[config.mk]
export PLATFORM = sky130hd
export DESIGN_NAME = fia_ram
export DESIGN_NICKNAME = d
export VERILOG_FILES = /design/src/sv/fia_ram.sv
export SDC_FILE = /design/constraint.sdc
export NUM_CORES = 2
export LEC_CHECK = 0
export BUFFER_PORTS_ARGS = -buffer_cell sky130_fd_sc_hd__buf_2
export CAP_MARGIN = 20
export CORE_MARGIN = 5
export CORE_UTILIZATION = 55
export CTS_CLUSTER_SIZE = 20
export DETAILED_ROUTE_END_ITERATION = 12
export PLACE_DENSITY = 0.68
export RECOVER_POWER = 100
export SKIP_CTS_REPAIR_TIMING = 1
export SYNTH_ARGS = -nofsm -noshare
export SYNTH_HDL_FRONTEND = slang
export SYNTH_SLANG_ARGS = --single-unit
[constraint.sdc]
create_clock -name clk -period 14.8 [get_ports clk]
set_input_delay 0 -clock clk [delete_from_list [all_inputs] [get_ports clk]]
set_output_delay 0 -clock clk [all_outputs]
set_load 0.01 [all_outputs]
[src/sv/fia_ram.sv]
// fia_ram: generic single-write, single-read RAM with registered read data.
// No dependencies.
module fia_ram #(
	parameter int WIDTH = 64,
	parameter int DEPTH = 64
) (
	input  logic                                  clk,
	input  logic                                  we,
	input  logic [(DEPTH > 1 ? $clog2(DEPTH) : 1)-1:0] waddr,
	input  logic [WIDTH-1:0]                      wdata,
	input  logic                                  re,
	input  logic [(DEPTH > 1 ? $clog2(DEPTH) : 1)-1:0] raddr,
	output logic [WIDTH-1:0]                      rdata
);

	logic [WIDTH-1:0] mem [DEPTH];

	always_ff @(posedge clk) begin
		if (we) begin
			mem[waddr] <= wdata;
		end
		if (re) begin
			rdata <= mem[raddr];
		end
	end

endmodule

==> results.toml <==
[final_layout]
nFillCells = 18846
syn_to_final_growth_pct = 12.1
layoutNonFillerInstCount = 11197
drive_above_1_share = 0.238
final_nets = 7153
utilization = 0.618

[power_and_ir_drop]
leakage_nw = 54.1
p_comb_frac = 0.044
p_int_w = 0.0193
ir_drop_mv = 0.116
swShare = 0.211
power_density_mw_per_mm2 = 139
clkPwrFrac = 0.418
p_sw_w = 0.00517
power_frac_seq = 0.537

[setup_path]
critPathKind = "input pin to register"
cp-start-kind = "input pin"
crit_path_max_fanout = 42
crit_arrival_ps = 10380
end_kind = "register"
required_ps = 15520

[placed_design]
hpwl_mm = 220
gp_congestion = 0.785
dp.cells = 10340
pre_cts_ws_ps = 9570
io_buffer_count = 142

[synthesis]
syn_area_mm2 = 0.157
synth.avg_cell_area_um2 = 23.8
yosysSeqAreaShare = 0.796
yosysWarnings = 0
yosysTopAreaCell = "edfxtp_1"
ys_seq_elements = 4160
netlist_top_cells_area = "edfxtp_1, mux4_2, mux2i_1"
synthCells = 6598
synth.top_cell.area_share = 0.796
synthesis.nets = 6677
ys_types = 32

[global_routing]
grt_pass1_wl_mm = 597
grt_pass1_vias = 76097
antenna_found_initial = 32
overflow = 0
gr-usage-all-layers = 0.290
grt_max_degree = 118

[sta]
hold_viol_final = 0
clock.fmax_mhz = 104
slew_violations = 8537
tightest_slew_ps = 5100
max-slew-margin-rel = -2.40
finalCritPeriodShare = 0.653
finalSetupTns_ps = 0
rsz0062_at_grt = "no"
period_minus_slack_ps = 9660
hold_ws_ps = 63.6
setup_violations = 0
finClkSkew_ps = 54.3
timing.final.ws_setup_ps = 5140

[floorplanning]
fp-row-count = 196
die_w_um = 544
core_area_mm2 = 0.285
initial_core_util = 0.551
die_y_um = 544
io_pins = 143
dieArea_mm2 = 0.296

[routing]
route.vias.total = 77201
remaining_drc_errors = 0
ant_nets = 0
wl_per_cell_um = 38.2
drt_iter0_markers = 11681
wl_mm = 428
viasPerCell = 6.89
firstDrtPassIters = 7

[clock_network]
clk_pin_slew_worst_paths_ps = 60
cts_max_path_buffers = 4
clockRootBuffer = "clkbuf_16"
cts_made_buffers = 406
clock_latency_ps = 990
cts.sinks = 4160
tritoncts = "yes"
htreeDepth = 5

[min_path]
hold_path_class = "input pin to register"

[outcome]
status = "complete, but fails checks"
failed_checks = "max-capacitance violations, max-slew violations"

[run]
cap_violations = 225
-- area by class of cell --
cell class	count	area (um2)	share of cell area
sequential	4160	125000	0.710
antenna	19	47.5	0.000270
tap	3762	4710	0.0267
timing repair buffer	438	2530	0.0144
clock buffer	488	10500	0.0597
clock inverter	262	2660	0.0151
multi-input combinational	2049	30600	0.174
inverter	19	71.3	0.000405
-- synth_stat cells, drive strengths merged --
cell type,count
o22ai,83
a22oi,168
a31oi,18
nand4,2
clkbuf,140
nand2,58
nand3,45
nand3b,2
mux2i,135
nand4b,1
a2bb2oi,19
a31o,1
nor3,2
or3,29
a22o,88
nand2b,11
or2,28
nor2,112
buf,230
mux4,1024
and3,64
nor2b,28
o221ai,38
a211oi,63
or3b,1
edfxtp,4160
inv,19
a41oi,26
and2,3
-- stage by stage --
stage	power, W	area (um2)
finish	0.0245	176000
global route	0.0251	176000
CTS	0.0245	176000
detailed placement	0.0144	163000
global placement	0.0144	163000
floorplan	0.0140	157000
-- kinds of logic (layout without fill, tap and decap cells) --
logic type	Yosys count	count (layout)	synth area share
AO/OA/AOI/OAI	504	504	0.0247
buffers and inverters	389	1207	0.0118
flip-flops	4160	4160	0.796
multiplexers	1159	1159	0.156
other	0	19	0
AND/OR/NAND/NOR	386	386	0.0123
-- flip-flops by register name, summed over array words and instances, names as in the netlist --
signal	cells
mem	4096
rdata	64
-- per-layer routing --
| layer | up-vias | share of wire | global-route usage |
|---|---|---|---|
| li1 | 29496 | - | - |
| met1 | 41253 | 0.36 | 0.414 |
| met2 | 5519 | 0.47 | 0.446 |
| met3 | 917 | 0.12 | 0.0657 |
| met4 | 16 | 0.043 | 0.111 |
| met5 | - | 0.00023 | 0 |
-- power by group through the flow --
stage	Clock (W)	Combinational, W	Sequential, W
6_report	0.0102	0.00109	0.0131
5_1_grt	0.0108	0.00115	0.0131
2_1_floorplan	0	0.000608	0.0133
3_3_place_gp	0	0.00105	0.0134
3_5_place_dp	0	0.00107	0.0134
4_1_cts	0.0103	0.00108	0.0131
-- path summary, 6_finish.rpt --
| kind | from | end | slack, ps | cells past startpoint |
|---|---|---|---|---|
| min reg2reg | mem[47][2]$_DFFE_PP_ | rdata[2]$_DFFE_PP_ | 920 | 4 |
| max reg2reg | mem[13][26]$_DFFE_PP_ | rdata[26]$_DFFE_PP_ | 12490 | 5 |
| max | raddr[3] | rdata[51]$_DFFE_PP_ | 5140 | 8 |
| min | wdata[34] | mem[43][34]$_DFFE_PP_ | 60 | 2 |
-- worst max-delay path, stage by stage --
cell and delay, ps:
buf_2 80, clkbuf_1 1800, nor2b_1 2050, clkbuf_1 3400, clkbuf_1 1860, a22oi_1 350
and3_1 320, a211oi_1 360
-- layout by cell type, fill, tap and decap left out, types with 45 or more instances in the layout --
cell type	netlist	routed
clkbuf_16	0	408
nor2_1	112	75
o22ai_1	83	83
mux4_2	1024	1024
nand3_1	45	45
a22oi_1	168	168
and3_1	64	64
edfxtp_1	4160	4160
clkbuf_1	140	362
a211oi_1	63	63
nand2_1	58	56
buf_4	34	62
mux2i_1	135	135
a22o_1	88	88
clkinv_2	0	87
clkinv_1	0	85
dlygate4sd3_1	0	76
No activity file was read; power rests on OpenSTA's default activity.
